File: config.mk
export PLATFORM = sky130hd
export DESIGN_NAME = wheel_speed_estimator
export DESIGN_NICKNAME = d
export VERILOG_FILES = /design/src/sv/wse_pkg.sv /design/src/sv/wheel_speed_estimator.sv /design/src/sv/wse_mul.sv /design/src/sv/wse_div.sv
export SDC_FILE = /design/constraint.sdc
export NUM_CORES = 2
export LEC_CHECK = 0
export BUFFER_PORTS_ARGS = -buffer_cell sky130_fd_sc_hd__buf_2
export CORE_MARGIN = 10
export CORE_UTILIZATION = 64
export DETAILED_ROUTE_END_ITERATION = 7
export HOLD_SLACK_MARGIN = 0.06
export PLACE_DENSITY = 0.81
export SYNTH_ARGS = -nofsm -noshare
export SYNTH_HDL_FRONTEND = slang
export SYNTH_SLANG_ARGS = --single-unit
export TNS_END_PERCENT = 10
File: constraint.sdc
create_clock -name clk -period 9.7 [get_ports clk]
set_input_delay 0.97 -clock clk [delete_from_list [all_inputs] [get_ports clk]]
set_output_delay 0.97 -clock clk [all_outputs]
set_load 0.005 [all_outputs]
File: src/sv/wse_pkg.sv
`timescale 1ns / 1ps
// Shared constants, types and register indexes of the wheel speed estimator.
// No dependencies.
package wse_pkg;

	localparam int RING_DEPTH = 16;
	localparam int RING_LOG   = $clog2(RING_DEPTH);
	localparam int SUM_W      = 16 + RING_LOG;
	localparam int PROD_W     = 48;
	localparam int DIVR_W     = 32;
	localparam int MUL_STEPS  = 16;

	typedef logic [RING_LOG-1:0] ring_idx_t;
	typedef logic [SUM_W-1:0]    ring_sum_t;
	typedef logic [2:0]          cfg_idx_t;

	localparam cfg_idx_t CFG_MODE    = 3'd0;
	localparam cfg_idx_t CFG_LOCK_EN = 3'd1;
	localparam cfg_idx_t CFG_NUM     = 3'd2;
	localparam cfg_idx_t CFG_MAX     = 3'd3;
	localparam cfg_idx_t CFG_REFRESH = 3'd4;

	localparam logic [1:0]  MODE_RESET    = 2'd2;
	localparam logic [31:0] NUM_RESET     = 32'd460800000;
	localparam logic [15:0] MAX_RESET     = 16'd38400;
	localparam logic [19:0] REFRESH_RESET = 20'd50000;

	localparam logic [15:0] SPEED_MAX      = 16'hFFFF;
	localparam logic [16:0] CLAMP_BAND     = 17'd2560;
	localparam logic [15:0] LOCK_MIN_SPEED = 16'd5120;
	localparam logic [31:0] STANDSTILL_US  = 32'd1000000;
	localparam logic [31:0] HOLD_US        = 32'd1000000;
	localparam logic [31:0] LOCK_SHOW_US   = 32'd500000;
	localparam logic [31:0] UPTIME_US      = 32'd2000000;
	localparam logic [31:0] LOCK_GAP_OW    = 32'd40000;
	localparam logic [31:0] LOCK_GAP_HOLD  = 32'd50000;

	// handshake between the sequencer and a serial arithmetic unit
	typedef struct packed {
		logic busy;
		logic done;
	} unit_stat_t;

endpackage

File: src/sv/wheel_speed_estimator.sv
`timescale 1ns / 1ps
// Wheel speed estimator top level: event sequencer, ring average, registers.
// Depends on wse_pkg, wse_mul, wse_div.
//
//  channel | signals                              | role
//  in      | in_valid, in_ready, kind, time_us    | hall pulse or update tick
//  out     | out_valid, out_ready, avg_speed,     | one result per tick
//          | wheel_locked                         |
//  cfg     | cfg_valid, cfg_ready, cfg_index,     | register writes, always ready
//          | cfg_data                             |
//
// A pulse is taken in S_IDLE, which it does not leave. A tick with pending pulses runs the
// multiplier, divider and S_CLAMP, or only S_CLAMP if no time has elapsed since the handled pulse.
// A lock-check tick runs the divider, any other tick neither; S_AVG is added when the ring is due.
// Reset clears control state and ring, loads register defaults, not output data; no clearing pass.
// A result waiting in the output register stalls the next tick only at its last step.
module wheel_speed_estimator (
	input  logic        clk,
	input  logic        arst_n,
	input  logic        in_valid,
	output logic        in_ready,
	input  logic        kind,
	input  logic [31:0] time_us,
	output logic        out_valid,
	input  logic        out_ready,
	output logic [15:0] avg_speed,
	output logic        wheel_locked,
	input  logic        cfg_valid,
	output logic        cfg_ready,
	input  logic [2:0]  cfg_index,
	input  logic [31:0] cfg_data
);
	import wse_pkg::*;

	typedef enum logic [2:0] {
		S_IDLE, S_MUL, S_DIV, S_CLAMP, S_LOCKDIV, S_REFRESH, S_AVG, S_OUT
	} state_t;

	state_t state_q;

	logic [1:0]  mode_q;
	logic        lock_en_q;
	logic [31:0] num_q;
	logic [15:0] max_q;
	logic [19:0] refresh_per_q;

	logic [15:0] pending_q;
	logic [31:0] last_pulse_q;
	logic [31:0] handled_q;
	logic [15:0] interval_q;
	logic [15:0] avg_q;
	logic [15:0] held_q;
	logic [31:0] held_time_q;
	logic [31:0] refresh_time_q;
	logic [31:0] lock_check_q;
	logic [31:0] lock_time_q;
	logic [15:0] ring_q [RING_DEPTH];
	ring_sum_t   ring_sum_q;
	ring_idx_t   ring_pos_q;
	logic [31:0] now_q;
	logic [31:0] dur_q;
	logic        out_valid_q;
	logic [15:0] out_avg_q;
	logic        out_lock_q;

	logic        hold_mode;
	logic        clamp_mode;
	logic        in_xfer;
	logic [31:0] dur;
	logic        lock_go;
	logic        mul_start;
	logic        div_start;
	logic [PROD_W-1:0] prod;
	logic [PROD_W-1:0] quo;
	logic [PROD_W-1:0] div_dividend;
	logic [DIVR_W-1:0] div_divisor;
	unit_stat_t  mul_stat;
	unit_stat_t  div_stat;
	logic [34:0] lock_limit;
	logic [16:0] clamp_hi;
	logic [15:0] clamp_lo;
	logic [15:0] ring_new;
	logic        out_free;

	assign hold_mode  = mode_q[1];
	assign clamp_mode = mode_q[0];
	assign in_ready   = (state_q == S_IDLE);
	assign cfg_ready  = 1'b1;
	assign in_xfer    = in_valid && in_ready;
	assign out_free   = !out_valid_q || out_ready;

	assign dur = hold_mode ? (last_pulse_q - handled_q) : (time_us - handled_q);
	assign lock_go = lock_en_q && (avg_q > LOCK_MIN_SPEED) &&
		((time_us - lock_check_q) > (hold_mode ? LOCK_GAP_HOLD : LOCK_GAP_OW));

	assign mul_start = (state_q == S_IDLE) && in_xfer && kind && (pending_q != 16'd0)
		&& (dur != 32'd0);
	assign div_start = ((state_q == S_IDLE) && in_xfer && kind && (pending_q == 16'd0)
		&& lock_go) || ((state_q == S_MUL) && mul_stat.done);

	assign div_dividend = (state_q == S_IDLE) ? {16'b0, num_q} : prod;
	assign div_divisor  = (state_q == S_IDLE) ? {16'b0, avg_q} : dur_q;

	// limit = period * 7/2 or 5/2, truncated
	always_comb begin
		logic [34:0] p;
		p = {3'b0, quo[31:0]};
		lock_limit = hold_mode ? (((p << 3) - p) >> 1) : (((p << 2) + p) >> 1);
	end

	assign clamp_hi = ({1'b0, avg_q} + CLAMP_BAND > {1'b0, SPEED_MAX}) ?
		{1'b0, SPEED_MAX} : {1'b0, avg_q} + CLAMP_BAND;
	assign clamp_lo = ({1'b0, avg_q} > CLAMP_BAND) ? 16'(({1'b0, avg_q}) - CLAMP_BAND) : 16'd0;

	always_comb begin
		if (interval_q != 16'd0)
			ring_new = interval_q;
		else if (held_q != 16'd0 && (now_q - held_time_q) < HOLD_US)
			ring_new = held_q;
		else
			ring_new = 16'd0;
	end

	wse_mul u_mul (
		.clk     (clk),
		.arst_n  (arst_n),
		.start   (mul_start),
		.mcand_a (pending_q),
		.mcand_b (num_q),
		.stat    (mul_stat),
		.product (prod)
	);

	wse_div u_div (
		.clk      (clk),
		.arst_n   (arst_n),
		.start    (div_start),
		.dividend (div_dividend),
		.divisor  (div_divisor),
		.stat     (div_stat),
		.quotient (quo)
	);

	always_ff @(posedge clk or negedge arst_n) begin
		if (!arst_n) begin
			mode_q        <= MODE_RESET;
			lock_en_q     <= 1'b0;
			num_q         <= NUM_RESET;
			max_q         <= MAX_RESET;
			refresh_per_q <= REFRESH_RESET;
		end else if (cfg_valid && cfg_ready) begin
			case (cfg_index)
				CFG_MODE:    mode_q        <= cfg_data[1:0];
				CFG_LOCK_EN: lock_en_q     <= cfg_data[0];
				CFG_NUM:     num_q         <= cfg_data;
				CFG_MAX:     max_q         <= cfg_data[15:0];
				CFG_REFRESH: refresh_per_q <= cfg_data[19:0];
				default: ;
			endcase
		end
	end

	always_ff @(posedge clk or negedge arst_n) begin
		if (!arst_n) begin
			for (int i = 0; i < RING_DEPTH; i++) ring_q[i] <= '0;
		end else if (state_q == S_REFRESH &&
				(now_q - refresh_time_q) >= {12'b0, refresh_per_q}) begin
			ring_q[ring_pos_q] <= ring_new;
		end
	end

	always_ff @(posedge clk) begin
		if (state_q == S_OUT && out_free) begin
			out_avg_q  <= avg_q;
			out_lock_q <= (now_q > UPTIME_US) && ((now_q - lock_time_q) < LOCK_SHOW_US);
		end
		if (mul_start) dur_q <= dur;
		if (in_xfer) now_q <= time_us;
	end

	always_ff @(posedge clk or negedge arst_n) begin
		if (!arst_n) begin
			state_q        <= S_IDLE;
			pending_q      <= '0;
			last_pulse_q   <= '0;
			handled_q      <= '0;
			interval_q     <= '0;
			avg_q          <= '0;
			held_q         <= '0;
			held_time_q    <= '0;
			refresh_time_q <= '0;
			lock_check_q   <= '0;
			lock_time_q    <= '0;
			ring_sum_q     <= '0;
			ring_pos_q     <= '0;
			out_valid_q    <= 1'b0;
		end else begin
			if (state_q == S_OUT && out_free) out_valid_q <= 1'b1;
			else if (out_ready) out_valid_q <= 1'b0;
			case (state_q)
				S_IDLE: begin
					if (in_xfer && !kind) begin
						if (pending_q != SPEED_MAX) pending_q <= pending_q + 16'd1;
						last_pulse_q <= time_us;
					end else if (in_xfer) begin
						if (pending_q != 16'd0) begin
							handled_q    <= last_pulse_q;
							pending_q    <= '0;
							lock_check_q <= time_us;
							if (dur != 32'd0) begin
								state_q <= S_MUL;
							end else begin
								// outside hold mode, zero elapsed time counts as infinite speed
								if (!hold_mode) interval_q <= SPEED_MAX;
								state_q <= S_CLAMP;
							end
						end else if (lock_go) begin
							state_q <= S_LOCKDIV;
						end else begin
							if ((time_us - handled_q) > STANDSTILL_US) begin
								interval_q   <= '0;
								lock_check_q <= time_us;
							end
							state_q <= S_REFRESH;
						end
					end
				end
				S_MUL: begin
					if (mul_stat.done) state_q <= S_DIV;
				end
				S_DIV: begin
					if (div_stat.done) begin
						if (hold_mode) begin
							if (quo <= {32'b0, max_q} && quo[15:0] > interval_q)
								interval_q <= quo[15:0];
						end else begin
							interval_q <= (quo > {32'b0, SPEED_MAX}) ? SPEED_MAX : quo[15:0];
						end
						state_q <= S_CLAMP;
					end
				end
				S_CLAMP: begin
					if (clamp_mode) begin
						if ({1'b0, interval_q} > clamp_hi)
							interval_q <= clamp_hi[15:0];
						else if (interval_q < clamp_lo)
							interval_q <= clamp_lo;
					end
					state_q <= S_REFRESH;
				end
				S_LOCKDIV: begin
					if (div_stat.done) begin
						if ({3'b0, now_q - handled_q} > lock_limit) begin
							lock_time_q  <= now_q;
							lock_check_q <= now_q;
						end
						state_q <= S_REFRESH;
					end
				end
				S_REFRESH: begin
					if ((now_q - refresh_time_q) >= {12'b0, refresh_per_q}) begin
						refresh_time_q <= now_q;
						if (interval_q != 16'd0) begin
							held_q      <= interval_q;
							held_time_q <= now_q;
						end
						ring_sum_q <= ring_sum_q - ring_sum_t'(ring_q[ring_pos_q])
							+ ring_sum_t'(ring_new);
						interval_q <= '0;
						ring_pos_q <= (ring_pos_q == ring_idx_t'(RING_DEPTH - 1)) ?
							'0 : ring_pos_q + ring_idx_t'(1);
						state_q <= S_AVG;
					end else begin
						state_q <= S_OUT;
					end
				end
				S_AVG: begin
					avg_q   <= ring_sum_q[SUM_W-1:RING_LOG];
					state_q <= S_OUT;
				end
				S_OUT: begin
					if (out_free) state_q <= S_IDLE;
				end
				default: state_q <= S_IDLE;
			endcase
		end
	end

	assign out_valid    = out_valid_q;
	assign avg_speed    = out_avg_q;
	assign wheel_locked = out_lock_q;

`ifndef NO_ASSERTIONS
	a_units_idle_when_ready: assert property (@(posedge clk) disable iff (!arst_n)
		in_ready |-> !mul_stat.busy && !div_stat.busy)
		else $error("arithmetic unit busy while taking items");
	a_result_from_out_state: assert property (@(posedge clk) disable iff (!arst_n)
		$rose(out_valid) |-> $past(state_q == S_OUT))
		else $error("result raised outside the output step");
	a_no_overlap: assert property (@(posedge clk) disable iff (!arst_n)
		div_start |-> !div_stat.busy)
		else $error("divider restarted while busy");
	a_mul_then_div: assert property (@(posedge clk) disable iff (!arst_n)
		mul_stat.done |=> div_stat.busy)
		else $error("division did not follow multiplication");
`endif

endmodule

File: src/sv/wse_mul.sv
`timescale 1ns / 1ps
// Shift-add multiplier: 16-bit pulse count times 32-bit numerator, one bit per cycle.
// Depends on wse_pkg.
module wse_mul (
	input  logic                        clk,
	input  logic                        arst_n,
	input  logic                        start,
	input  logic [15:0]                 mcand_a,
	input  logic [31:0]                 mcand_b,
	output wse_pkg::unit_stat_t         stat,
	output logic [wse_pkg::PROD_W-1:0]  product
);
	import wse_pkg::*;

	logic [15:0]       a_q;
	logic [PROD_W-1:0] b_q;
	logic [PROD_W-1:0] acc_q;
	logic [4:0]        cnt_q;
	logic              busy_q;
	logic              done_q;

	always_ff @(posedge clk or negedge arst_n) begin
		if (!arst_n) begin
			busy_q <= 1'b0;
			done_q <= 1'b0;
			cnt_q  <= '0;
		end else begin
			done_q <= 1'b0;
			if (start) begin
				busy_q <= 1'b1;
				cnt_q  <= 5'(MUL_STEPS);
			end else if (busy_q) begin
				cnt_q <= cnt_q - 5'd1;
				if (cnt_q == 5'd1) begin
					busy_q <= 1'b0;
					done_q <= 1'b1;
				end
			end
		end
	end

	always_ff @(posedge clk) begin
		if (start) begin
			a_q   <= mcand_a;
			b_q   <= {16'b0, mcand_b};
			acc_q <= '0;
		end else if (busy_q) begin
			if (a_q[0]) acc_q <= acc_q + b_q;
			a_q <= {1'b0, a_q[15:1]};
			b_q <= {b_q[PROD_W-2:0], 1'b0};
		end
	end

	assign product   = acc_q;
	assign stat.busy = busy_q;
	assign stat.done = done_q;

endmodule

File: src/sv/wse_div.sv
`timescale 1ns / 1ps
// Restoring divider, one quotient bit per cycle (48-bit dividend, 32-bit divisor).
// Depends on wse_pkg.
module wse_div (
	input  logic                        clk,
	input  logic                        arst_n,
	input  logic                        start,
	input  logic [wse_pkg::PROD_W-1:0]  dividend,
	input  logic [wse_pkg::DIVR_W-1:0]  divisor,
	output wse_pkg::unit_stat_t         stat,
	output logic [wse_pkg::PROD_W-1:0]  quotient
);
	import wse_pkg::*;

	logic [PROD_W-1:0] quo_q;
	logic [DIVR_W-1:0] rem_q;
	logic [DIVR_W-1:0] dvs_q;
	logic [5:0]        cnt_q;
	logic              busy_q;
	logic              done_q;
	logic [DIVR_W:0]   shifted;
	logic [DIVR_W+1:0] diff;
	logic              ge;

	assign shifted = {rem_q, quo_q[PROD_W-1]};
	assign diff    = {1'b0, shifted} - {2'b0, dvs_q};
	assign ge      = !diff[DIVR_W+1];

	always_ff @(posedge clk or negedge arst_n) begin
		if (!arst_n) begin
			busy_q <= 1'b0;
			done_q <= 1'b0;
			cnt_q  <= '0;
		end else begin
			done_q <= 1'b0;
			if (start) begin
				busy_q <= 1'b1;
				cnt_q  <= 6'(PROD_W);
			end else if (busy_q) begin
				cnt_q <= cnt_q - 6'd1;
				if (cnt_q == 6'd1) begin
					busy_q <= 1'b0;
					done_q <= 1'b1;
				end
			end
		end
	end

	always_ff @(posedge clk) begin
		if (start) begin
			quo_q <= dividend;
			rem_q <= '0;
			dvs_q <= divisor;
		end else if (busy_q) begin
			rem_q <= ge ? diff[DIVR_W-1:0] : shifted[DIVR_W-1:0];
			quo_q <= {quo_q[PROD_W-2:0], ge};
		end
	end

	assign quotient  = quo_q;
	assign stat.busy = busy_q;
	assign stat.done = done_q;

endmodule
==> results_dict.tcl <==
set metrics [dict create \
    worstMarginPinSlew_ns 1.24 \
    final_area_mm2 0.0681 \
    start_util 0.643 \
    post-cts-setup-buffers 0 \
    grt_max_degree 181 \
    wl_um 183000 \
    cts_resized 0 \
    finalCriticalPeriod_ns 8.16 \
    synth_fp_nets 7014 \
    synth_ff_type "dfrtp_1" \
    dp_cells 7578 \
    final_cell_mix "dfrtp_1 (602), nand2_1 (562), ha_1 (514), a21oi_1 (453), mux2_2 (439)" \
    multi_input_area_mm2 0.0364 \
    finalNetCount 7004 \
    synth-seq-area-share 0.379 \
    cts_buffers 100 \
    dp_hpwl_um 130000 \
    grt_pass1_wl_um 283000 \
    async_flop_share 0.672 \
    core_mm2 0.0980 \
    numPortBuffers 91 \
    crit_type "reg2reg" \
    cp_slowest_cell "edfxtp_1" \
    cp-start-kind "flip-flop" \
    yosys_register_bits 931 \
    worst_hold_slack_ns 0.247 \
    first_pass_iters 7 \
    drv_slew 0 \
    setup_viol 0 \
    dpl-instance-area_mm2 0.0645 \
    cap_viol_max_count 0 \
    synth_warnings 0 \
    fmax_ghz 0.123 \
    final_common_cell "dfrtp_1" \
    postCtsHoldBufs 0 \
    cts.sinks 931 \
    cp.arrival_ns 8.83 \
    die-area_mm2 0.111 \
    yosysUniqueCellTypes 99 \
    gr-total-overflow 0 \
    track_usage 0.320 \
    status "finished, final reports clean" \
    place_congestion 0.994 \
    cp_max_fo 17 \
    rsz0062_at_grt "false" \
    path_clk_slew_ns 0.07 \
    die_h_um 334 \
    die_w_um 334 \
    drtAntennaViolNets 0 \
    clock_latency_ns 0.75 \
    cp.required_ns 10.36 \
    cts_root_buf "clkbuf_16" \
    drive_gt1_frac 0.145 \
    max_stage_delay_ns 0.58 \
    grt_antenna_before_repair 5 \
    via_per_inst 6.53 \
    startpoint "now_q[12]$_DFFE_PP_" \
    route.vias.total 50739 \
    netlist_area_mm2 0.0630 \
    seq_area_mm2 0.0239 \
    final.setup.tns_ns 0 \
    htreeDepth 3 \
    synth_edf_count 209 \
    finalHoldViolCount 0 \
    avgSynthCellArea_um2 9.84 \
    fin_crit_sh 0.841 \
    clock_skew_ns 0.0779 \
    nFillCells 7194 \
    drc 0 \
    wl_per_cell_um 23.6 \
    rows 115 \
    dr.first_iter.drc_count 4748 \
    hold_class "in2async" \
    timing.rr.start "now_q[12]$_DFFE_PP_" \
    pin_count 93 \
    syn_to_final_growth_pct 8.08 \
    stdcell_count 7769 \
    netlist_instances 6403 \
    clockBufferDepth 3 \
    worst_path_most_repeated_cell "a21o_1" \
    slew_headroom 0.172 \
    cts_tree "built" \
    critPathCaptureType "flip-flop" \
    grt_pass1_vias 49493 \
]
## cells by family after synthesis
kind of cell               count (synthesis)  share of synthesized area
buffers and inverters                    691                     0.0442
adders and majority gates                539                      0.110
and+or+nand+nor                         1601                      0.119
AOI/OAI and AO/OA                       1607                      0.163
DFF                                      931                      0.379
xor gates and xnor gates                 290                     0.0403
other                                      1                  0.0000595
muxes                                    743                      0.144
## area by class of cell
cell class / count / share of cell area
Tap cell: 1287 / 0.0237
Sequential cell: 931 / 0.351
Inverter: 429 / 0.0237
Multi-Input combinational cell: 4781 / 0.535
Antenna cell: 3 / 0.000110
Timing Repair Buffer: 150 / 0.0139
Clock inverter: 47 / 0.00969
Clock buffer: 141 / 0.0433
## final timing paths
check / endpoint / slack, ns / depth (start not counted)
max in group asynchronous: ring_q[190]$_DFFE_PN0P_ / 7.41 / 3
max reg2reg: ring_sum_q[19]$_DFFE_PN0P_ / 1.54 / 29
min reg2reg: ring_sum_q[19]$_DFFE_PN0P_ / 0.48 / 1
min: lock_check_q[22]$_DFFE_PN0P_ / 0.25 / 1
max: ring_sum_q[19]$_DFFE_PN0P_ / 1.54 / 29
min in group clk: ring_sum_q[19]$_DFFE_PN0P_ / 0.48 / 1
## sequential cells by signal (all words and copies together) (netlist names), 20 cells and up
register,count
ring_q,256
refresh_per_q,20
u_div.rem_q,32
handled_q,32
ring_sum_q,20
last_pulse_q,32
dur_q,32
u_mul.b_q,48
u_div.dvs_q,32
u_div.quotient,48
u_mul.product,48
refresh_time_q,32
lock_check_q,32
now_q,32
held_time_q,32
lock_time_q,32
num_q,32
## layer usage
metal  vias to the layer above  wire length (um)  GRT usage
met5                         -                44          0
met4                         6             12000      0.183
met3                       594             15000     0.0656
met2                      2167             81600      0.501
met1                     24706             74400      0.411
li1                      23266                 -          -
## through the flow
stage | util | setup slack [ns]
floorplan | - | 2.52
global placement | 0.658 | 1.91
detailed placement | 0.658 | 1.76
CTS | 0.695 | 1.67
global route | 0.695 | 1.13
finish | 0.695 | 1.54
## Yosys cell counts, types with 72 or more instances
cell,instances,area share
mux2i_1,164,0.026
nor2_1,381,0.023
nor3_1,102,0.0081
o21ai_0,408,0.032
nand3_1,109,0.0087
nand4_1,72,0.0072
mux4_2,80,0.029
a21oi_1,454,0.036
edfxtp_1,209,0.10
mux2_2,439,0.078
xnor2_1,176,0.024
xor2_1,114,0.016
o21a_1,84,0.010
dfrtp_1,604,0.24
a21o_1,191,0.023
dfxtp_1,96,0.031
nand2_1,564,0.034
clkbuf_1,169,0.010
ha_1,514,0.10
inv_1,426,0.025
## worst max-delay path, delay by kind of cell (launching register included)
family | cells | cell delay (ns)
AO/OA/AOI/OAI | 20 | 4.69
adder cells (fa/ha/maj) | 3 | 1.23
AND/OR/NAND/NOR | 2 | 0.88
flip-flops | 1 | 0.58
buffers and inverters | 3 | 0.54
XOR/XNOR | 1 | 0.15
Power is left out: the tool's default activity adds up to more than one toggle a clock period on the data nets, which glitch-free logic cannot reach.
